**src/rtl/rsp_pkg.sv**
```systemverilog
// ----------------------------------------------------------------------------
// rsp_pkg: shared types and constants of the RESP2 stream parser
// Character codes, parse phase codes, event and error codes, and the
// result beat and configuration structures.
// ----------------------------------------------------------------------------
package rsp_pkg;

  // Nesting limit and derived stack sizes.
  localparam int MAX_NESTING = 32;
  localparam int DEPTH_W     = 6;
  localparam int STK_AW      = (MAX_NESTING > 1) ? $clog2(MAX_NESTING) : 1;

  // Output queue geometry.
  localparam int FIFO_AW    = 2;
  localparam int FIFO_DEPTH = 1 << FIFO_AW;

  // Configuration register indexes.
  localparam int CFG_IDX_W = 1;
  localparam logic [CFG_IDX_W-1:0] REG_MAX_BULK  = 1'd0;
  localparam logic [CFG_IDX_W-1:0] REG_MAX_ARRAY = 1'd1;
  localparam logic [31:0] MAX_BULK_RESET  = 32'd536870912;
  localparam logic [31:0] MAX_ARRAY_RESET = 32'd1048576;

  // Characters.
  localparam logic [7:0] CH_PLUS   = 8'h2B;
  localparam logic [7:0] CH_MINUS  = 8'h2D;
  localparam logic [7:0] CH_COLON  = 8'h3A;
  localparam logic [7:0] CH_DOLLAR = 8'h24;
  localparam logic [7:0] CH_STAR   = 8'h2A;
  localparam logic [7:0] CH_CR     = 8'h0D;
  localparam logic [7:0] CH_LF     = 8'h0A;
  localparam logic [7:0] CH_SPACE  = 8'h20;
  localparam logic [7:0] CH_TAB    = 8'h09;
  localparam logic [7:0] CH_ZERO   = 8'h30;
  localparam logic [7:0] CH_NINE   = 8'h39;

  // Parse phases.
  localparam logic [2:0] PH_IDLE     = 3'd0;
  localparam logic [2:0] PH_LINE     = 3'd1;
  localparam logic [2:0] PH_NUM_LEAD = 3'd2;
  localparam logic [2:0] PH_NUM_BODY = 3'd3;
  localparam logic [2:0] PH_NUM_JUNK = 3'd4;
  localparam logic [2:0] PH_BULK     = 3'd5;
  localparam logic [2:0] PH_BULK_CR  = 3'd6;
  localparam logic [2:0] PH_BULK_LF  = 3'd7;

  // Event kinds.
  localparam logic [1:0] EV_PAYLOAD = 2'd0;
  localparam logic [1:0] EV_HEADER  = 2'd1;
  localparam logic [1:0] EV_END     = 2'd2;
  localparam logic [1:0] EV_ERROR   = 2'd3;

  // Element types.
  localparam logic [2:0] TY_SIMPLE = 3'd0;
  localparam logic [2:0] TY_ERROR  = 3'd1;
  localparam logic [2:0] TY_INT    = 3'd2;
  localparam logic [2:0] TY_BULK   = 3'd3;
  localparam logic [2:0] TY_ARRAY  = 3'd4;

  // Error codes.
  localparam logic [3:0] ERR_DEPTH    = 4'd0;
  localparam logic [3:0] ERR_EOD      = 4'd1;
  localparam logic [3:0] ERR_TYPE     = 4'd2;
  localparam logic [3:0] ERR_NUMBER   = 4'd3;
  localparam logic [3:0] ERR_RANGE    = 4'd4;
  localparam logic [3:0] ERR_BULK_LEN = 4'd5;
  localparam logic [3:0] ERR_BOUNDARY = 4'd6;
  localparam logic [3:0] ERR_CRLF     = 4'd7;
  localparam logic [3:0] ERR_COUNT    = 4'd8;

  // One result beat.
  typedef struct packed {
    logic [1:0]         kind;
    logic [2:0]         etype;
    logic signed [63:0] value;
    logic [7:0]         pbyte;
    logic [DEPTH_W-1:0] level;
    logic               done;
    logic [3:0]         err;
    logic               last;
  } rsp_event_t;

  // Configuration registers as seen by the parser core.
  typedef struct packed {
    logic [31:0] max_bulk;
    logic [31:0] max_array;
  } rsp_cfg_t;

endpackage

```
**src/rtl/rsp_stream_ifs.sv**
```systemverilog
// ----------------------------------------------------------------------------
// rsp_stream_ifs: valid/ready channels of the RESP2 stream parser
// The byte input channel and the event output channel.
// ----------------------------------------------------------------------------
interface rsp_in_if;
  logic       valid;
  logic       ready;
  logic [7:0] data_byte;
  logic       end_of_buffer;

  modport source (output valid, output data_byte, output end_of_buffer, input ready);
  modport sink   (input valid, input data_byte, input end_of_buffer, output ready);
endinterface

interface rsp_out_if;
  logic               valid;
  logic               ready;
  logic [1:0]         event_kind;
  logic [2:0]         element_type;
  logic signed [63:0] element_value;
  logic [7:0]         payload_byte;
  logic [5:0]         nesting_level;
  logic               frame_done;
  logic [3:0]         error_code;
  logic               last_result;

  modport source (output valid, output event_kind, output element_type,
                  output element_value, output payload_byte, output nesting_level,
                  output frame_done, output error_code, output last_result,
                  input ready);
  modport sink   (input valid, input event_kind, input element_type,
                  input element_value, input payload_byte, input nesting_level,
                  input frame_done, input error_code, input last_result,
                  output ready);
endinterface

```
**src/rtl/resp_stream_parser.sv**
```systemverilog
// ----------------------------------------------------------------------------
// resp_stream_parser: RESP2 byte stream parser
// Parses a RESP2 byte stream into element headers, payload bytes, string
// ends and errors.
// ----------------------------------------------------------------------------
// Usage:
//   in_ch carries one stream byte per beat with end_of_buffer marking the
//   last byte currently available. out_ch carries one event per beat; a byte
//   causes zero, one or two events, and last_result marks the final event of
//   a byte. cfg_we/cfg_index/cfg_wdata write the bulk length limit (index 0)
//   and the array count limit (index 1) while the parser is idle.
//   An accepted byte passes the input register and the parse step and is
//   written into the result queue before its first event is offered.
//   Throughput: one byte per cycle, set by the single parse step between the
//   input register and the four-entry result queue; a byte is taken into the
//   step only when the queue has room for two events, so bytes that cause
//   two events and a stalled receiver hold off the input.
//   When out_ch stalls, events wait in the queue and in_ch.ready drops once
//   the input register holds a byte that cannot advance.
//   Reset (rst_n low, synchronous) empties the queue, returns the parser to
//   idle and loads the register defaults. The nesting stack needs no clearing.
// ----------------------------------------------------------------------------
module resp_stream_parser (
  input  logic                           clk,
  input  logic                           rst_n,
  rsp_in_if.sink                         in_ch,
  rsp_out_if.source                      out_ch,
  input  logic                           cfg_we,
  input  logic [rsp_pkg::CFG_IDX_W-1:0]  cfg_index,
  input  logic [31:0]                    cfg_wdata
);

  logic                in_v_r;
  logic [7:0]          in_byte_r;
  logic                in_eob_r;
  logic                adv;
  logic                room2;
  logic                push0, push1;
  rsp_pkg::rsp_event_t ev0, ev1, dout;
  rsp_pkg::rsp_cfg_t   cfg_r;

  // Input register: refills as soon as its byte moves into the parse step.
  assign adv         = in_v_r && room2;
  assign in_ch.ready = !in_v_r || adv;

  always_ff @(posedge clk) begin
    if (!rst_n) begin
      in_v_r <= 1'b0;
    end else if (in_ch.valid && in_ch.ready) begin
      in_v_r <= 1'b1;
    end else if (adv) begin
      in_v_r <= 1'b0;
    end
  end

  always_ff @(posedge clk) begin
    if (in_ch.valid && in_ch.ready) begin
      in_byte_r <= in_ch.data_byte;
      in_eob_r  <= in_ch.end_of_buffer;
    end
  end

  // Configuration registers.
  always_ff @(posedge clk) begin
    if (!rst_n) begin
      cfg_r.max_bulk  <= rsp_pkg::MAX_BULK_RESET;
      cfg_r.max_array <= rsp_pkg::MAX_ARRAY_RESET;
    end else if (cfg_we) begin
      unique case (cfg_index)
        rsp_pkg::REG_MAX_BULK:  cfg_r.max_bulk  <= cfg_wdata;
        rsp_pkg::REG_MAX_ARRAY: cfg_r.max_array <= cfg_wdata;
      endcase
    end
  end

  rsp_core u_core (
    .clk     (clk),
    .rst_n   (rst_n),
    .step    (adv),
    .in_byte (in_byte_r),
    .in_eob  (in_eob_r),
    .cfg     (cfg_r),
    .push0   (push0),
    .push1   (push1),
    .ev0     (ev0),
    .ev1     (ev1)
  );

  rsp_out_fifo u_fifo (
    .clk       (clk),
    .rst_n     (rst_n),
    .push0     (push0),
    .push1     (push1),
    .din0      (ev0),
    .din1      (ev1),
    .room2     (room2),
    .out_valid (out_ch.valid),
    .out_ready (out_ch.ready),
    .dout      (dout)
  );

  // Result beat fields.
  assign out_ch.event_kind    = dout.kind;
  assign out_ch.element_type  = dout.etype;
  assign out_ch.element_value = dout.value;
  assign out_ch.payload_byte  = dout.pbyte;
  assign out_ch.nesting_level = dout.level;
  assign out_ch.frame_done    = dout.done;
  assign out_ch.error_code    = dout.err;
  assign out_ch.last_result   = dout.last;

endmodule

```
**src/rtl/rsp_core.sv**
```systemverilog
// ----------------------------------------------------------------------------
// rsp_core: per-byte RESP2 parse step
// Holds the parse state and the nesting stack and turns one registered byte
// into at most two events per cycle.
// ----------------------------------------------------------------------------
module rsp_core (
  input  logic                clk,
  input  logic                rst_n,
  input  logic                step,
  input  logic [7:0]          in_byte,
  input  logic                in_eob,
  input  rsp_pkg::rsp_cfg_t   cfg,
  output logic                push0,
  output logic                push1,
  output rsp_pkg::rsp_event_t ev0,
  output rsp_pkg::rsp_event_t ev1
);

  localparam int DW = rsp_pkg::DEPTH_W;
  localparam int AW = rsp_pkg::STK_AW;
  localparam int MN = rsp_pkg::MAX_NESTING;

  // Control state.
  logic [2:0]    phase_r, phase_nxt;
  logic [DW-1:0] depth_r, depth_nxt;
  logic          held_r, held_nxt;
  logic          hold_r, hold_nxt;
  logic          reload_r, reload_nxt;

  // Payload state.
  logic [2:0]    kind_r, kind_nxt;
  logic [63:0]   acc_r, acc_nxt;
  logic          neg_r, neg_nxt;
  logic          dig_r, dig_nxt;
  logic          ovf_r, ovf_nxt;
  logic [31:0]   left_r, left_nxt;
  logic [31:0]   top_r, top_nxt;

  // Nesting stack: counts of the levels below the top one, plus a flag per
  // level telling whether that count is above one.
  logic [31:0]   stk_mem [MN];
  logic [MN-1:0] gt1_r;
  logic [31:0]   rd_q;
  logic [31:0]   top_eff;
  logic          top_gt1;
  logic          stk_we;
  logic [AW-1:0] stk_waddr;

  // Finish: what closing the current element does to the stack.
  logic          fin_done;
  logic [DW-1:0] fin_depth;
  logic          fin_reload;
  logic [AW-1:0] fin_addr;
  logic          do_finish;
  logic          do_push;

  // Step scratch.
  logic [1:0]    n_res;
  logic          perr;
  logic [3:0]    pcode;
  logic          err_all;
  logic [3:0]    err_code;
  logic [2:0]    ph_a;
  logic          dig_add;
  logic          is_digit;
  logic          is_ws;
  logic [67:0]   acc_x10;
  logic [67:0]   limit_x;
  logic [63:0]   num_val;
  logic          is_null;
  logic          is_neg;
  rsp_pkg::rsp_event_t ev_a, ev_b;

  function automatic rsp_pkg::rsp_event_t mk_ev(input logic [1:0] kind,
                                                input logic [2:0] et,
                                                input logic [63:0] val,
                                                input logic [7:0] pb,
                                                input logic [DW-1:0] lvl,
                                                input logic done);
    rsp_pkg::rsp_event_t e;
    e       = '0;
    e.kind  = kind;
    e.etype = et;
    e.value = val;
    e.pbyte = pb;
    e.level = lvl;
    e.done  = done;
    return e;
  endfunction

  // Top count, with a pending reload from the stack folded in.
  assign top_eff = reload_r ? (rd_q - 32'd1) : top_r;
  assign top_gt1 = top_eff > 32'd1;

  // Closing an element: pop exhausted levels, decrement the first live one.
  always_comb begin
    fin_done   = 1'b0;
    fin_depth  = depth_r;
    fin_reload = 1'b0;
    fin_addr   = '0;
    if (depth_r == '0) begin
      fin_done = 1'b1;
    end else if (!top_gt1) begin
      fin_depth = '0;
      fin_done  = 1'b1;
      for (int i = 0; i < MN; i++) begin
        if ((i + 1) < int'(depth_r) && gt1_r[i]) begin
          fin_done   = 1'b0;
          fin_reload = 1'b1;
          fin_addr   = AW'(i);
          fin_depth  = DW'(i + 1);
        end
      end
    end
  end

  // Character classes and the decimal accumulate.
  assign is_digit = (in_byte >= rsp_pkg::CH_ZERO) && (in_byte <= rsp_pkg::CH_NINE);
  assign is_ws    = (in_byte == rsp_pkg::CH_SPACE) ||
                    ((in_byte >= rsp_pkg::CH_TAB) && (in_byte <= rsp_pkg::CH_CR));
  assign acc_x10  = ({4'd0, acc_r} << 3) + ({4'd0, acc_r} << 1) + {64'd0, in_byte[3:0]};
  assign limit_x  = neg_r ? 68'h0_8000_0000_0000_0000 : 68'h0_7FFF_FFFF_FFFF_FFFF;
  assign num_val  = neg_r ? (64'd0 - acc_r) : acc_r;
  assign is_null  = neg_r && (acc_r == 64'd1);
  assign is_neg   = neg_r && (acc_r != 64'd0);

  // Main step.
  always_comb begin
    phase_nxt  = phase_r;
    depth_nxt  = depth_r;
    held_nxt   = held_r;
    hold_nxt   = hold_r;
    reload_nxt = 1'b0;
    kind_nxt   = kind_r;
    acc_nxt    = acc_r;
    neg_nxt    = neg_r;
    dig_nxt    = dig_r;
    ovf_nxt    = ovf_r;
    left_nxt   = left_r;
    top_nxt    = top_eff;
    n_res      = 2'd0;
    perr       = 1'b0;
    pcode      = rsp_pkg::ERR_DEPTH;
    ev_a       = '0;
    ev_b       = '0;
    do_finish  = 1'b0;
    do_push    = 1'b0;
    ph_a       = phase_r;
    dig_add    = 1'b0;
    err_all    = 1'b0;
    err_code   = rsp_pkg::ERR_DEPTH;

    unique case (phase_r)
      rsp_pkg::PH_IDLE: begin
        if (in_byte == rsp_pkg::CH_PLUS || in_byte == rsp_pkg::CH_MINUS) begin
          kind_nxt  = (in_byte == rsp_pkg::CH_PLUS) ? rsp_pkg::TY_SIMPLE : rsp_pkg::TY_ERROR;
          ev_a      = mk_ev(rsp_pkg::EV_HEADER, kind_nxt, 64'd0, 8'd0, depth_r, 1'b0);
          n_res     = 2'd1;
          held_nxt  = 1'b0;
          phase_nxt = rsp_pkg::PH_LINE;
        end else if (in_byte == rsp_pkg::CH_COLON || in_byte == rsp_pkg::CH_DOLLAR ||
                     in_byte == rsp_pkg::CH_STAR) begin
          kind_nxt  = (in_byte == rsp_pkg::CH_COLON)  ? rsp_pkg::TY_INT :
                      (in_byte == rsp_pkg::CH_DOLLAR) ? rsp_pkg::TY_BULK : rsp_pkg::TY_ARRAY;
          acc_nxt   = 64'd0;
          neg_nxt   = 1'b0;
          dig_nxt   = 1'b0;
          ovf_nxt   = 1'b0;
          held_nxt  = 1'b0;
          phase_nxt = rsp_pkg::PH_NUM_LEAD;
        end else begin
          perr  = 1'b1;
          pcode = rsp_pkg::ERR_TYPE;
        end
      end

      rsp_pkg::PH_LINE: begin
        if (held_r && in_byte == rsp_pkg::CH_LF) begin
          held_nxt  = 1'b0;
          do_finish = 1'b1;
          ev_a      = mk_ev(rsp_pkg::EV_END, kind_r, 64'd0, 8'd0, depth_r, fin_done);
          n_res     = 2'd1;
        end else if (held_r) begin
          // The held CR turns out to be line content.
          ev_a = mk_ev(rsp_pkg::EV_PAYLOAD, kind_r, 64'd0, rsp_pkg::CH_CR, depth_r, 1'b0);
          if (in_byte == rsp_pkg::CH_CR) begin
            held_nxt = 1'b1;
            n_res    = 2'd1;
          end else begin
            held_nxt = 1'b0;
            ev_b     = mk_ev(rsp_pkg::EV_PAYLOAD, kind_r, 64'd0, in_byte, depth_r, 1'b0);
            n_res    = 2'd2;
          end
        end else if (in_byte == rsp_pkg::CH_CR) begin
          held_nxt = 1'b1;
        end else begin
          ev_a  = mk_ev(rsp_pkg::EV_PAYLOAD, kind_r, 64'd0, in_byte, depth_r, 1'b0);
          n_res = 2'd1;
        end
      end

      rsp_pkg::PH_NUM_LEAD, rsp_pkg::PH_NUM_BODY, rsp_pkg::PH_NUM_JUNK: begin
        if (held_r && in_byte == rsp_pkg::CH_LF) begin
          // End of the number line: judge and act on it.
          held_nxt = 1'b0;
          if (ovf_r) begin
            perr  = 1'b1;
            pcode = rsp_pkg::ERR_RANGE;
          end else if (phase_r != rsp_pkg::PH_NUM_BODY || !dig_r) begin
            perr  = 1'b1;
            pcode = rsp_pkg::ERR_NUMBER;
          end else if (kind_r == rsp_pkg::TY_INT || is_null) begin
            do_finish = 1'b1;
            ev_a      = mk_ev(rsp_pkg::EV_HEADER, kind_r, num_val, 8'd0, depth_r, fin_done);
            n_res     = 2'd1;
          end else if (kind_r == rsp_pkg::TY_BULK) begin
            if (is_neg || acc_r > {32'd0, cfg.max_bulk}) begin
              perr  = 1'b1;
              pcode = rsp_pkg::ERR_BULK_LEN;
            end else begin
              ev_a      = mk_ev(rsp_pkg::EV_HEADER, rsp_pkg::TY_BULK, num_val, 8'd0,
                                depth_r, 1'b0);
              n_res     = 2'd1;
              left_nxt  = acc_r[31:0];
              phase_nxt = (acc_r == 64'd0) ? rsp_pkg::PH_BULK_CR : rsp_pkg::PH_BULK;
            end
          end else begin
            if (is_neg || acc_r > {32'd0, cfg.max_array}) begin
              perr  = 1'b1;
              pcode = rsp_pkg::ERR_COUNT;
            end else if (acc_r == 64'd0) begin
              do_finish = 1'b1;
              ev_a      = mk_ev(rsp_pkg::EV_HEADER, rsp_pkg::TY_ARRAY, 64'd0, 8'd0,
                                depth_r, fin_done);
              n_res     = 2'd1;
            end else if (depth_r >= DW'(MN)) begin
              perr  = 1'b1;
              pcode = rsp_pkg::ERR_DEPTH;
            end else begin
              ev_a      = mk_ev(rsp_pkg::EV_HEADER, rsp_pkg::TY_ARRAY, num_val, 8'd0,
                                depth_r, 1'b0);
              n_res     = 2'd1;
              do_push   = 1'b1;
              top_nxt   = acc_r[31:0];
              depth_nxt = depth_r + DW'(1);
              phase_nxt = rsp_pkg::PH_IDLE;
            end
          end
        end else begin
          // A held CR that is not followed by LF is whitespace before the
          // number and junk after it.
          if (held_r && phase_r != rsp_pkg::PH_NUM_LEAD) begin
            ph_a = rsp_pkg::PH_NUM_JUNK;
          end
          held_nxt  = (in_byte == rsp_pkg::CH_CR);
          phase_nxt = ph_a;
          if (in_byte != rsp_pkg::CH_CR) begin
            if (ph_a == rsp_pkg::PH_NUM_LEAD) begin
              if (is_ws) begin
                phase_nxt = ph_a;
              end else if (in_byte == rsp_pkg::CH_PLUS || in_byte == rsp_pkg::CH_MINUS) begin
                neg_nxt   = neg_r || (in_byte == rsp_pkg::CH_MINUS);
                phase_nxt = rsp_pkg::PH_NUM_BODY;
              end else if (is_digit) begin
                dig_add   = 1'b1;
                phase_nxt = rsp_pkg::PH_NUM_BODY;
              end else begin
                phase_nxt = rsp_pkg::PH_NUM_JUNK;
              end
            end else if (ph_a == rsp_pkg::PH_NUM_BODY) begin
              if (is_digit) begin
                dig_add = 1'b1;
              end else begin
                phase_nxt = rsp_pkg::PH_NUM_JUNK;
              end
            end
          end
          if (dig_add) begin
            dig_nxt = 1'b1;
            if (!ovf_r) begin
              if (acc_x10 > limit_x) begin
                ovf_nxt = 1'b1;
              end else begin
                acc_nxt = acc_x10[63:0];
              end
            end
          end
        end
      end

      rsp_pkg::PH_BULK: begin
        ev_a  = mk_ev(rsp_pkg::EV_PAYLOAD, rsp_pkg::TY_BULK, 64'd0, in_byte, depth_r, 1'b0);
        n_res = 2'd1;
        if (left_r <= 32'd1) begin
          left_nxt  = 32'd0;
          phase_nxt = rsp_pkg::PH_BULK_CR;
        end else begin
          left_nxt = left_r - 32'd1;
        end
      end

      rsp_pkg::PH_BULK_CR: begin
        if (in_byte != rsp_pkg::CH_CR) begin
          perr  = 1'b1;
          pcode = rsp_pkg::ERR_CRLF;
        end else begin
          phase_nxt = rsp_pkg::PH_BULK_LF;
        end
      end

      rsp_pkg::PH_BULK_LF: begin
        if (in_byte != rsp_pkg::CH_LF) begin
          perr  = 1'b1;
          pcode = rsp_pkg::ERR_CRLF;
        end else begin
          do_finish = 1'b1;
          ev_a      = mk_ev(rsp_pkg::EV_END, rsp_pkg::TY_BULK, 64'd0, 8'd0, depth_r, fin_done);
          n_res     = 2'd1;
        end
      end

      default: begin
        phase_nxt = rsp_pkg::PH_IDLE;
      end
    endcase

    // Apply the stack side of closing an element.
    if (do_finish) begin
      phase_nxt  = rsp_pkg::PH_IDLE;
      depth_nxt  = fin_depth;
      reload_nxt = fin_reload;
      if (top_gt1) begin
        top_nxt = top_eff - 32'd1;
      end
    end

    // End of buffer in the middle of a message.
    err_all  = perr;
    err_code = pcode;
    if (!perr && in_eob && !(phase_nxt == rsp_pkg::PH_IDLE && depth_nxt == '0)) begin
      err_all = 1'b1;
      if (phase_nxt == rsp_pkg::PH_IDLE) begin
        err_code = rsp_pkg::ERR_EOD;
      end else if (phase_nxt == rsp_pkg::PH_LINE || phase_nxt == rsp_pkg::PH_NUM_LEAD ||
                   phase_nxt == rsp_pkg::PH_NUM_BODY || phase_nxt == rsp_pkg::PH_NUM_JUNK) begin
        err_code = rsp_pkg::ERR_CRLF;
      end else begin
        err_code = rsp_pkg::ERR_BOUNDARY;
      end
    end
    if (err_all) begin
      ev_a       = '0;
      ev_a.kind  = rsp_pkg::EV_ERROR;
      ev_a.level = depth_nxt;
      ev_a.err   = err_code;
      n_res      = 2'd1;
    end

    // While an error is held, bytes are dropped.
    if (hold_r) begin
      n_res = 2'd0;
    end

    // An end-of-buffer byte always returns the parser to idle.
    if (in_eob) begin
      phase_nxt  = rsp_pkg::PH_IDLE;
      depth_nxt  = '0;
      held_nxt   = 1'b0;
      hold_nxt   = 1'b0;
      reload_nxt = 1'b0;
    end else if (hold_r) begin
      phase_nxt  = phase_r;
      depth_nxt  = depth_r;
      held_nxt   = held_r;
      reload_nxt = 1'b0;
    end else if (err_all) begin
      hold_nxt = 1'b1;
    end

    // Mark the last beat of this byte.
    if (n_res == 2'd2) begin
      ev_b.last = 1'b1;
    end else begin
      ev_a.last = 1'b1;
    end
  end

  assign push0     = step && (n_res != 2'd0);
  assign push1     = step && (n_res == 2'd2);
  assign ev0       = ev_a;
  assign ev1       = ev_b;
  assign stk_we    = step && !hold_r && do_push && (depth_r != '0);
  assign stk_waddr = AW'(depth_r - DW'(1));

  // Control registers.
  always_ff @(posedge clk) begin
    if (!rst_n) begin
      phase_r  <= rsp_pkg::PH_IDLE;
      depth_r  <= '0;
      held_r   <= 1'b0;
      hold_r   <= 1'b0;
      reload_r <= 1'b0;
    end else if (step) begin
      phase_r  <= phase_nxt;
      depth_r  <= depth_nxt;
      held_r   <= held_nxt;
      hold_r   <= hold_nxt;
      reload_r <= reload_nxt;
    end else begin
      reload_r <= 1'b0;
    end
  end

  // Payload registers; the top count absorbs a pending reload also when no byte is stepped or an error is held.
  always_ff @(posedge clk) begin
    if (step && !hold_r) begin
      kind_r <= kind_nxt;
      acc_r  <= acc_nxt;
      neg_r  <= neg_nxt;
      dig_r  <= dig_nxt;
      ovf_r  <= ovf_nxt;
      left_r <= left_nxt;
      top_r  <= top_nxt;
    end else begin
      top_r <= top_eff;
    end
  end

  // Stack memory with registered read.
  always_ff @(posedge clk) begin
    if (stk_we) begin
      stk_mem[stk_waddr] <= top_eff;
      gt1_r[stk_waddr]   <= top_gt1;
    end
    if (step && do_finish && fin_reload) begin
      rd_q <= stk_mem[fin_addr];
    end
  end

endmodule

```
**src/rtl/rsp_out_fifo.sv**
```systemverilog
// ----------------------------------------------------------------------------
// rsp_out_fifo: result queue of the RESP2 stream parser
// Takes up to two event beats per cycle in order and hands out one beat
// per cycle, while the receiver is ready, on a valid/ready channel.
// ----------------------------------------------------------------------------
module rsp_out_fifo (
  input  logic                clk,
  input  logic                rst_n,
  input  logic                push0,
  input  logic                push1,
  input  rsp_pkg::rsp_event_t din0,
  input  rsp_pkg::rsp_event_t din1,
  output logic                room2,
  output logic                out_valid,
  input  logic                out_ready,
  output rsp_pkg::rsp_event_t dout
);

  localparam int AW = rsp_pkg::FIFO_AW;
  localparam int CW = AW + 1;

  rsp_pkg::rsp_event_t mem [rsp_pkg::FIFO_DEPTH];
  logic [AW-1:0] wp_r, rp_r;
  logic [CW-1:0] cnt_r;
  logic          pop;
  logic [CW-1:0] n_push;

  assign out_valid = (cnt_r != '0);
  assign pop       = out_valid && out_ready;
  assign room2     = (cnt_r <= CW'(rsp_pkg::FIFO_DEPTH - 2));
  assign dout      = mem[rp_r];
  assign n_push    = CW'(push0) + CW'(push1);

  // Pointers and fill count.
  always_ff @(posedge clk) begin
    if (!rst_n) begin
      wp_r  <= '0;
      rp_r  <= '0;
      cnt_r <= '0;
    end else begin
      wp_r  <= wp_r + AW'(n_push);
      rp_r  <= rp_r + AW'(pop);
      cnt_r <= cnt_r + n_push - CW'(pop);
    end
  end

  // Entry storage.
  always_ff @(posedge clk) begin
    if (push0) begin
      mem[wp_r] <= din0;
    end
    if (push1) begin
      mem[wp_r + AW'(1)] <= din1;
    end
  end

endmodule
```
**src/flat_wrapper.sv**
```systemverilog
// flat-port wrapper written by rule: the top's interface ports become plain ports
module resp_stream_parser_flat 
  (clk, rst_n, cfg_we, cfg_index, cfg_wdata, in_ch_valid, in_ch_data_byte, in_ch_end_of_buffer, in_ch_ready, out_ch_valid, out_ch_event_kind, out_ch_element_type, out_ch_element_value, out_ch_payload_byte, out_ch_nesting_level, out_ch_frame_done, out_ch_error_code, out_ch_last_result, out_ch_ready);
  rsp_in_if in_ch_i ();
  rsp_out_if out_ch_i ();
  input  logic clk;
  input  logic rst_n;
  input  logic cfg_we;
  input  logic [rsp_pkg::CFG_IDX_W-1:0] cfg_index;
  input  logic [31:0] cfg_wdata;
  input wire logic [$bits(in_ch_i.valid)-1:0] in_ch_valid;
  input wire logic [$bits(in_ch_i.data_byte)-1:0] in_ch_data_byte;
  input wire logic [$bits(in_ch_i.end_of_buffer)-1:0] in_ch_end_of_buffer;
  output wire logic [$bits(in_ch_i.ready)-1:0] in_ch_ready;
  output wire logic [$bits(out_ch_i.valid)-1:0] out_ch_valid;
  output wire logic [$bits(out_ch_i.event_kind)-1:0] out_ch_event_kind;
  output wire logic [$bits(out_ch_i.element_type)-1:0] out_ch_element_type;
  output wire logic [$bits(out_ch_i.element_value)-1:0] out_ch_element_value;
  output wire logic [$bits(out_ch_i.payload_byte)-1:0] out_ch_payload_byte;
  output wire logic [$bits(out_ch_i.nesting_level)-1:0] out_ch_nesting_level;
  output wire logic [$bits(out_ch_i.frame_done)-1:0] out_ch_frame_done;
  output wire logic [$bits(out_ch_i.error_code)-1:0] out_ch_error_code;
  output wire logic [$bits(out_ch_i.last_result)-1:0] out_ch_last_result;
  input wire logic [$bits(out_ch_i.ready)-1:0] out_ch_ready;
  assign in_ch_i.valid = in_ch_valid;
  assign in_ch_i.data_byte = in_ch_data_byte;
  assign in_ch_i.end_of_buffer = in_ch_end_of_buffer;
  assign in_ch_ready = in_ch_i.ready;
  assign out_ch_valid = out_ch_i.valid;
  assign out_ch_event_kind = out_ch_i.event_kind;
  assign out_ch_element_type = out_ch_i.element_type;
  assign out_ch_element_value = out_ch_i.element_value;
  assign out_ch_payload_byte = out_ch_i.payload_byte;
  assign out_ch_nesting_level = out_ch_i.nesting_level;
  assign out_ch_frame_done = out_ch_i.frame_done;
  assign out_ch_error_code = out_ch_i.error_code;
  assign out_ch_last_result = out_ch_i.last_result;
  assign out_ch_i.ready = out_ch_ready;
  resp_stream_parser u_core (.clk(clk), .rst_n(rst_n), .in_ch(in_ch_i), .out_ch(out_ch_i), .cfg_we(cfg_we), .cfg_index(cfg_index), .cfg_wdata(cfg_wdata));
endmodule
```
**config.mk**
```make
export PLATFORM = sky130hd
export DESIGN_NAME = resp_stream_parser_flat
export DESIGN_NICKNAME = d
export VERILOG_FILES = /design/src/rtl/rsp_pkg.sv /design/src/rtl/rsp_stream_ifs.sv /design/src/rtl/resp_stream_parser.sv /design/src/rtl/rsp_core.sv /design/src/rtl/rsp_out_fifo.sv /design/src/flat_wrapper.sv
export SDC_FILE = /design/constraint.sdc
export NUM_CORES = 2
export LEC_CHECK = 0
export BUFFER_PORTS_ARGS = -buffer_cell sky130_fd_sc_hd__buf_4
export CAP_MARGIN = 20
export CORE_ASPECT_RATIO = 1.25
export CORE_MARGIN = 8
export CORE_UTILIZATION = 45
export CTS_CLUSTER_SIZE = 25
export DETAILED_ROUTE_END_ITERATION = 8
export HOLD_SLACK_MARGIN = 0.06
export PLACE_DENSITY = 0.61
export SLEW_MARGIN = 20
export SYNTH_ARGS = -nofsm -noshare
export SYNTH_HDL_FRONTEND = slang
export SYNTH_HIERARCHICAL = 1
export SYNTH_SLANG_ARGS = --single-unit
```
**constraint.sdc**
```tcl
create_clock -name clk -period 11.3 [get_ports clk]
set_clock_uncertainty 0.15 [all_clocks]
set_input_delay 2.26 -clock clk [delete_from_list [all_inputs] [get_ports clk]]
set_output_delay 2.26 -clock clk [all_outputs]
set_load 0.05 [all_outputs]
```
**Word-level counts from Yosys, hierarchy flattened**

Memories as Yosys holds them, arrays and structs flattened. A register that Yosys moved wholly into a read port is not among the register bits.
Cells that the tools add are included.

- Add/sub/neg operators: 14
- Order comparisons: 45
- Eq/ne operators: 46
- Mux-type cells: 344
- Bitwise gates (word level): 4
- Reductions and logical operators: 95

Operators by type and width:

| operator | number |
|---|---|
| two-way mux 89 bit | 8 |
| two-way mux 32 bit | 20 |
| two-way mux 64 bit | 8 |
| case mux 89 bit (5 select lines) | 1 |
| two-way mux 88 bit | 5 |
| two-way mux 87 bit | 5 |
| two-way mux 6 bit | 45 |
| two-way mux 5 bit | 32 |
| two-way mux 1 bit | 152 |
| > comparator 64 x 32 -> 1 bit | 2 |
| case mux 64 bit (2 select lines) | 1 |
| two-way mux 3 bit | 34 |
| less-than comparator 5 x 6 -> 1 bit (first input constant) | 16 |
| subtractor 32 x 1 -> 32 bit (second input constant) | 3 |
| adder 67 x 65 -> 68 bit | 1 |
| adder 68 x 4 -> 68 bit | 1 |
| > comparator 68 x 64 -> 1 bit | 1 |
| == test 64 x 1 -> 1 bit (second input constant) | 1 |
| logical NOT 64 bit | 1 |
| case mux 32 bit (2 select lines) | 1 |
| nonzero test 64 bit | 1 |
| subtractor 1 x 64 -> 64 bit (first input constant) | 1 |
| logical AND 1 bit | 52 |
| == test 8 x 6 -> 1 bit (second input constant) | 6 |
| other kinds (60) | 150 |

- Bits in registers: 259
- Bits in writable memories: 1380
- Bits of input ports: 47
- Output and inout port bits: 91
- Logic and storage cells: 571
- Memories kept: 2

Memories:

| name | words | bits a word | rd ports | clocked after Yosys merged registers in | wr ports | line | RTL |
|---|---|---|---|---|---|---|---|
| u_core.u_core.stk_mem | 32 | 32 | 1 | 1 | 1 | rsp_core.sv:41 | `logic [31:0] stk_mem [MN];` |
| u_core.u_fifo.mem | 4 | 89 | 1 | 1 | 2 | rsp_out_fifo.sv:22 | `rsp_pkg::rsp_event_t mem [rsp_pkg::FIFO_DEPTH];` |

**Logic depth before layout (Yosys ltp)**

- Depth after elaboration: 49
- Mapped depth: 29
- Mapped depth without buffers: 29

**By module**

The synthesis kept the hierarchy.

Modules (own cells, without submodules):

| module | times used | cells an instance | area each (sq um) |
|---|---|---|---|
| rsp_core | 1 | 5207 | 62122.1 |
| rsp_out_fifo | 1 | 905 | 17596.9 |
| resp_stream_parser | 1 | 262 | 2831.5 |

**Least setup slack after synthesis**

OpenSTA, ideal clock, no wires.

- Path kind: flip-flop to flip-flop
- Start: register u_core.u_core.rd_q[0], read port of u_core.u_core.stk_mem
- End: memory u_core/u_fifo/mem[2][0] (netlist bit), enable pin
- Data arrival time: 10.740 ns
- Data required time: 10.491 ns
- Path slack: -0.249 ns
- Cell stages (with the launch flop): 20
- Clock period less this slack: 11.549 ns
- Path through: edfxtp_1 -> inv_1 -> ha_1 -> or3b_1 -> clkbuf_1 -> nor3_1 -> a31o_2 -> a31oi_1 -> a2111oi_0 -> nand4_1 -> or3_1 -> buf_4 -> nor3_1 -> a221o_1 -> or4_1 -> o21a_1 -> nor2_1 -> a21oi_1 -> nand2b_1 -> o21ai_0

RTL lines:

| what | line | RTL |
|---|---|---|
| from (decl) | rsp_core.sv:43 | `logic [31:0] rd_q;` |
| to (decl) | rsp_out_fifo.sv:22 |  |

**Worst setup path in the final report**

- Start: register u_core.in_byte_r[3]
- End: register u_core.u_core.acc_r[35], enable pin

- Elaborated cells between the ends (all ways): 35

RTL lines:

| what | line | RTL |
|---|---|---|
| from (decl) | resp_stream_parser.sv:34 | `logic [7:0] in_byte_r;` |
| from (signal assigned) | resp_stream_parser.sv:58 | `in_byte_r <= in_ch.data_byte;` |
| adder 68 x 4 -> 68 bit | rsp_core.sv:121 | `assign acc_x10 = ({4'd0, acc_r} << 3) + ({4'd0, acc_r} << 1) + {64'd0, in_byte[3:0]};` |
| via u_core.u_core.acc_x10[52] | rsp_core.sv:67 | `logic [67:0] acc_x10;` |
| > comparator 68 x 64 -> 1 bit | rsp_core.sv:281 | `if (acc_x10 > limit_x) begin` |
| inequality test 2 bit (no source line) | -- |  |
| AND reduction 8 bit (no source line) | -- |  |
| to (signal assigned) | rsp_core.sv:418 | `acc_r <= acc_nxt;` |
| to (decl) | rsp_core.sv:32 | `logic [63:0] acc_r, acc_nxt;` |

The timed path passes the listed nets, and every way through them passes these cells. The select of a mux whose other input is x is not followed.
A chain may end at the register's enable or synchronous reset.

==> results.toml <==
[final_layout]
nNetsFinal = 6810
design_area_um2 = 91900
syn2layout_area_growth_pct = 11.4
drive_above_1_share_pct = 18.0

[drt]
ant_nets = 0
routed_wl_mm = 258
drt_first_pass_iters = 6
post_drt_wl_per_cell_um = 28.6
vias_per_cell = 6.18
drc = 0
drt_iter0_markers = 5770
vias = 55800

[clock_network]
cts_sinks = 1671
cts.clk_slew.worst_paths_ps = 60
cts_buffer_depth = 3
post-cts-setup-buffers = 0
cts_made_buffers = 170
cts_tree = "yes"
cts_resized = 0
clock_insertion_delay_worst_skew_ps = 860
cts-hold-fix-buffers = 0
clk_root_buffer_cell = "clkbuf_16"
cts_max_level = 4

[floorplan]
rows = 175
die_h_um = 495
core_um2 = 182000
die_area_um2 = 197000
die_width_um = 399
start_util_pct = 45.3
io_pins = 138

[place]
portBuffers = 137
hpwl_mm = 159
place.gp.congestion = 0.908
dpl_cell_area_um2 = 86500

[logic_synthesis]
synth_edf_count = 1555
synth_area_um2 = 82600
yosys.area.top_type = "edfxtp_1"
synth_seq_cells = 1671
yosysWarningCount = 6
yosys-top-cells-count = "1,555 x edfxtp_1, 494 x nand2_1, 382 x mux2_2"
ys_top_cells_by_area = "edfxtp_1 57%, mux2_2 5.2%, ha_1 4.2%"
synthCells = 6374
synthArstFlopShare_pct = 0
syn_avg_cell_area_um2 = 13.0
netlist.area_leader.share_pct = 56.6
synth_ff_type = "edfxtp_1"
synth.most_common_cell = "edfxtp_1"
synth-seq-area-share_pct = 59.4
synth.distinct_cells = 110

[power]
power.total_mw = 13.7
power_density_nw_per_um2 = 149
total_leakage_power_nw = 34.6
irDropWorstVdd_mv = 0.116

[grt]
grt_max_degree = 99
antenna_found_initial = 9
gr-usage-all-layers_pct = 25.3
grt_pass1_vias = 55000
grt_pass1_wl_mm = 373
grt-ovfl-total = 0

[timing]
period_minus_slack_ps = 8760
setup_viol = 0
max_freq_ghz = 0.114
finalMaxSlewViolations = 0
rsz0062_at_grt = "no"
post-route-period-util_pct = 77.5
final.setup.tns_ps = 0
hold_viol = 0
worstMarginPinSlew_ps = 1150
slew_headroom_pct = 22.5

[worst_setup_path]
crit_arrival_ps = 9090
worst-path-max-fanout = 36
required_ps = 11620
cpPeakStageDelay_ps = 910
crit_slowest_cell = "nor2b_4"
critPathKind = "flop to flop"
crit_path_start_kind = "flop"
cpMostUsedCell = "a21o_1"
critPathLaunch = "u_core/in_byte_r[3]"
worstSetupEndpointType = "flop"
timing.rr.start = "u_core/in_byte_r[3]"

[outcome]
outcome = "finished, final reports clean"

[hold_path]
worstHoldStart = "u_core/cfg_r[29]"
hp-class = "flop to flop"

[flow_run]
max_cap_viol_count = 0
per-stage QoR:
step	worst slack [ps]	instances	hold slack, ps	util [%]
floorplan	-249	6444	278	-
global placement	2600	8697	292	47.5
detailed placement	2500	8698	296	47.5
CTS	2420	9015	306	50.4
global route	1910	9018	316	50.5
finish	2540	9020	304	50.5
state kept, by name, indices dropped and copies added, names as in the netlist, 6 cells and up:
signal                 flops
u_core/u_core/rd_q        32
u_core/u_core/depth_r      6
u_core/u_fifo/mem        356
u_core/u_core/acc_r       64
u_core/u_core/gt1_r       32
u_core/in_byte_r           8
u_core/u_core/left_r      32
u_core/u_core/stk_mem   1024
u_core/u_core/top_r       32
u_core/cfg_r              64
worst paths after layout:
path / end / cells after the start / slack, ps
hold / removal: u_core/cfg_r[29] / 2 / 300
setup / recovery: u_core/u_core/acc_r[35] / 30 / 2540
setup reg to reg: u_core/u_core/acc_r[35] / 30 / 2540
hold reg to reg: u_core/cfg_r[29] / 2 / 300
cells by family (layout without fill, tap and decap cells):
family	count (synthesis)	after routing	share of synthesized area [%]
adder cells (fa/ha/maj)	280	280	4.27
buffers and inverters	578	762	3.42
multiplexers	644	644	9.89
AND/OR/NAND/NOR	1701	1701	10.3
flip-flops	1671	1671	59.4
other	1	74	0.00454
XOR/XNOR	159	159	1.72
AO/OA/AOI/OAI	1340	1340	11.0
routing by layer:
metal / wire, µm / up-vias / track usage (%)
met4: 12800 / 8 / 11.0
met3: 18200 / 577 / 4.21
met1: 101000 / 28000 / 31.7
li1: - / 24900 / -
met5: 59 / - / 0
met2: 126000 / 2298 / 43.3
where the power goes:
part | leakage [nW] | switching (mW) | internal (mW) | total [mW]
logic | 14.3 | 0.861 | 0.466 | 1.33
registers | 17.7 | 0.0783 | 6.76 | 6.84
clock network | 2.60 | 2.51 | 3.01 | 5.52
total | 34.6 | 3.44 | 10.2 | 13.7
worst max-delay path: cells and delay by family (launching register included):
kind	cells	cell delay, ps
adder cells (fa/ha/maj)	3	1300
AO/OA/AOI/OAI	17	3640
XOR/XNOR	1	160
buffers and inverters	3	770
flip-flops	1	660
AND/OR/NAND/NOR	6	1700
cell type report:
class | count | area (µm²)
flip-flops and latches | 1671 | 49000
well taps | 2389 | 2990
diodes | 3 | 7.51
repair buffers | 299 | 2360
multi-input cells | 4195 | 31600
clock buffers | 210 | 4400
clock inverters | 107 | 991
inverters | 146 | 548
fillers | 15800 | 90200
cell usage in the layout (no fill, tap or decap), drive strengths merged, types with 48 or more instances in the layout:
cell	count
a211oi	61
a21o	86
a21oi	255
and2	93
and3	86
buf	299
clkbuf	210
clkinv	84
conb	71
dfxtp	116
edfxtp	1555
ha	277
inv	156
mux2	392
mux2i	157
mux4	95
nand2	496
nand3	156
nand4	69
nor2	364
nor2b	49
nor3	102
nor4	48
o21ai	309
o221ai	188
o22ai	93
o31ai	52
or3	49
xnor2	70
xor2	87
(Power assumes the default switching activity.)
